--- config.mk ---
export PLATFORM = sky130hd
export DESIGN_NAME = lba_cell
export DESIGN_NICKNAME = d
export VERILOG_FILES = /design/src/sv/lba_pkg.sv /design/src/sv/lba_cell.sv
export SDC_FILE = /design/constraint.sdc
export NUM_CORES = 1
export LEC_CHECK = 0
export ABC_CLOCK_PERIOD_IN_PS = 6440
export BUFFER_PORTS_ARGS = -buffer_cell sky130_fd_sc_hd__clkbuf_2
export CAP_MARGIN = 5
export CORE_UTILIZATION = 60
export CTS_BUF_LIST = sky130_fd_sc_hd__clkbuf_8
export CTS_CLUSTER_SIZE = 16
export DETAILED_ROUTE_END_ITERATION = 8
export PLACE_DENSITY = 0.8
export SYNTH_ARGS = -nofsm -noshare
export SYNTH_HDL_FRONTEND = slang
export SYNTH_SLANG_ARGS = --single-unit
--- constraint.sdc ---
create_clock -name clk_i -period 6.44 [get_ports clk_i]
set_input_delay 0.966 -clock clk_i [delete_from_list [all_inputs] [get_ports clk_i]]
set_output_delay 0.966 -clock clk_i [all_outputs]
set_load 0.005 [all_outputs]
--- src/sv/lba_pkg.sv ---
`default_nettype none

package lba_pkg;

  localparam int unsigned AccW   = 32;
  localparam int unsigned DecayW = 16;
  localparam int unsigned CountW = 8;
  localparam int unsigned LagW   = 8;

  localparam logic [DecayW-1:0] DecayReset = DecayW'(65309);
  localparam logic [AccW:0]     OneQ20     = (AccW+1)'(1) << 20;
  localparam logic [AccW-1:0]   AccMax     = '1;

  localparam logic CmdAdvance = 1'b0;
  localparam logic CmdRead    = 1'b1;

  typedef struct packed {
    logic step;
    logic sample;
  } cell_ctl_t;

endpackage

`default_nettype wire

--- src/sv/lba_cell.sv ---
`default_nettype none

module lba_cell (
  input  wire                           clk_i,
  input  wire                           rst_ni,
  input  lba_pkg::cell_ctl_t            ctl_i,
  input  wire [lba_pkg::DecayW-1:0]     decay_i,
  input  wire                           hist_i,
  output logic                          hist_o,
  output logic [lba_pkg::AccW-1:0]      acc_o
);
  import lba_pkg::*;

  logic                     hist_q, hist_d;
  logic [AccW-1:0]          acc_q, acc_d;
  logic [AccW+DecayW-1:0]   product;
  logic [AccW:0]            sum;

  always_comb begin
    product = acc_q * decay_i;
    sum     = {1'b0, product[AccW+DecayW-1:DecayW]};
    if (ctl_i.sample && hist_q) begin
      sum = sum + OneQ20;
    end
    hist_d = hist_q;
    acc_d  = acc_q;
    if (ctl_i.step) begin
      hist_d = hist_i;
      acc_d  = sum[AccW] ? AccMax : sum[AccW-1:0];
    end
  end

  always_ff @(posedge clk_i or negedge rst_ni) begin
    if (!rst_ni) begin
      hist_q <= 1'b0;
      acc_q  <= '0;
    end else begin
      hist_q <= hist_d;
      acc_q  <= acc_d;
    end
  end

  assign hist_o = hist_q;
  assign acc_o  = acc_q;

endmodule

`default_nettype wire

==> results.py <==
metrics = {
    "sta": {
        "slew_viol_final": 0,
        "clock.fmax_ghz": 0.1304,
        "relSlewSlack": 0.3124,
        "rsz0062_at_grt": "true",
        "fin_crit_sh": 1.191,
        "worst_pin_slew_ps": 1031,
        "timing.hold.ws_ps": 631.5,
        "hold_viol": 0,
        "period_needed_ps": 7668,
        "fin_skew_ps": 22.51,
        "fin_ws_ps": -1228,
        "setup_viol": 32,
    },
    "route": {
        "drt-pass1-iter-count": 6,
        "wl_per_cell_um": 22.76,
        "drtIter0Drc": 1854,
        "drcViolationCount": 0,
        "ant_nets": 0,
        "vias_per_cell": 6.034,
        "totalWireLength_um": 64310,
        "vias": 17050,
    },
    "synthesis": {
        "yosysTopAreaCell": "fa_1",
        "ys_seq_area_frac": 0.04565,
        "async_reset_ff_frac": 1.000,
        "synthXorXnorAreaFrac": 0.01888,
        "synthCells": 2096,
        "yosys.area.top_type_share": 0.4614,
        "synthMuxAreaShare": 0.001176,
        "synth_flop_cell": "dfrtp_1",
        "yosysWarnings": 0,
        "synth_seq_cells": 33,
        "synth-simple-area-share": 0.1943,
        "synth_nets": 2652,
        "synth_top_cells_by_area": "fa_1 (46%), inv_1 (9.2%), ha_1 (8.2%)",
        "synth_top_family_by_area": "adder cells",
        "synth_area_um2": 18090,
        "synth-edff-count": 0,
        "synth_compound_area_frac": 0.07587,
        "avgSynthCellArea_um2": 8.631,
        "ys_types": 69,
        "synthAdderAreaFrac": 0.5431,
    },
    "clock_tree": {
        "numCtsBuffers": 5,
        "insertion_delay_ps": 320,
        "root_buffer": "clkbuf_8",
        "cts_tree": "done",
        "cts_max_level": 2,
        "cts.clk_slew.worst_paths_ps": 100,
        "cts.sinks": 33,
        "clockBufferDepth": 2,
        "postCtsHoldBufs": 0,
    },
    "setup_path": {
        "r2r_slack_ps": -1000,
        "cp-endpoint": "acc_o[14]",
        "worstSetupPathType": "input port to register",
        "critPathSlowestCell": "fa_1",
        "crit_top_cell": "fa_1",
        "worst_r2r_path_depth": 25,
        "max_stage_delay_ps": 590,
        "crit_path_start": "decay_i[4]",
        "end_kind": "register",
        "crit_cells": 27,
        "crit_required_ps": 6670,
        "r2r-start": "acc_o[27]",
        "critPathLaunchType": "input port",
        "cp.arrival_ps": 7900,
        "cp.buffers_inverters": 11,
        "worstPathMaxFanout": 13,
        "cp_top_family": "adder cells",
        "r2r-end": "acc_o[14]",
    },
    "floorplan": {
        "num_rows": 63,
        "dieArea_um2": 30850,
        "initial_core_util": 0.6104,
        "fp.dieW_um": 175.6,
        "ios": 54,
        "core_um2": 29640,
        "die_y_um": 175.6,
    },
    "min_path": {
        "hp-class": "register to register",
        "holdPathStages": 1,
    },
    "placed_design": {
        "dpl.hpwl_um": 43960,
        "gp_congestion": 0.9875,
        "pre_cts_slack_ps": -1550,
        "numPortBuffers": 53,
    },
    "cells_and_area": {
        "syn_to_final_growth_pct": 29.05,
        "fin_nets": 2991,
        "antenna_cells": 0,
        "drive_gt1_frac": 0.2705,
        "mostFrequentLayoutCell": "inv_1",
        "final_cell_mix": "inv_1 (427), fa_1 (399), nand2_1 (352), buf_4 (330), and2_1 (192)",
    },
    "outcome": {
        "status": "finished, violations left",
        "violations": "setup timing",
    },
    "flow_run": {
        "drv_cap": 0,
    },
    "global_route": {
        "antenna_found_initial": 1,
        "grt_max_degree": 61,
        "grt_pass1_vias": 17700,
        "grt_first_pass_wirelength_um": 90200,
        "grt_usage": 0.3790,
        "gr-total-overflow": 0,
    },
}
-- cells in the mapped netlist (all sizes together) (3+ instances only) --
cell,number
o211ai,3
a21o,6
dfrtp,33
o31ai,4
a211o,3
inv,443
o21a,7
o311ai,3
buf,30
nor2,57
nand3,16
fa,417
xor2,13
nand4,26
or3,4
a31oi,31
nor4,9
and3,4
xnor2,26
a22oi,8
nor3,16
a211oi,10
nand2,370
clkbuf,92
ha,118
a21oi,59
and2,206
o21bai,8
o21ai,45
-- cell type report --
type	count	area, um2
clock buffer	5	68.82
sequential	33	825.8
inverter	444	1667
tap	390	488.0
multi-input combinational	1497	16050
clock inverter	3	68.82
timing repair buffer	454	4175
fill	1742	6291
-- sequential cells by signal, indices dropped and copies added, names as in the netlist --
signal,count
hist_o,1
acc_o,32
-- cells by family after synthesis --
logic type,count (synthesis)
AO/OA/AOI/OAI,201
XOR/XNOR,39
adder cells (fa/ha/maj),535
buffers and inverters,566
flip-flops,33
multiplexers,2
AND/OR/NAND/NOR,720
-- per-stage QoR --
step           instance area [um2]  TNS, ps    util  instances
2_1_floorplan                18420   -22410       -       2096
3_3_place_gp                 21410   -45510  0.7224       2749
3_5_place_dp                 21410   -47230  0.7224       2749
4_1_cts                      22520   -28360  0.7598       2791
5_1_grt                      23350   -41500  0.7877       2826
6_report                     23350   -36420  0.7877       2826
-- worst min-delay path by stage --
stage               startpoint         to
finish                  hist_o     hist_o
floorplan               hist_o     hist_o
CTS                  acc_o[21]  acc_o[21]
detailed placement      hist_o     hist_o
global route            hist_o     hist_o
global placement     acc_o[20]  acc_o[20]
-- routing by layer --
layer | share of wire | track usage | routed length [um] | vias to the layer above
met2 | 0.47 | 0.6350 | 30440 | 1288
li1 | - | - | - | 6966
met1 | 0.34 | 0.4814 | 21700 | 8403
met5 | 0.00020 | 0 | 13 | -
met3 | 0.12 | 0.08658 | 7794 | 392
met4 | 0.068 | 0.1377 | 4368 | 2
-- what timing repair did --
| item | CTS | global route |
|---|---|---|
| cloned | 5 | 9 |
| pin swaps | 31 | 72 |
| buffers inserted | 30 | 32 |
| endpoints found under the setup margin | 32 | 32 |
| gates resized for setup | 118 | 123 |
Power is not shown: default switching activity piles up to over one toggle a cycle in this logic, so the estimate is an artifact.
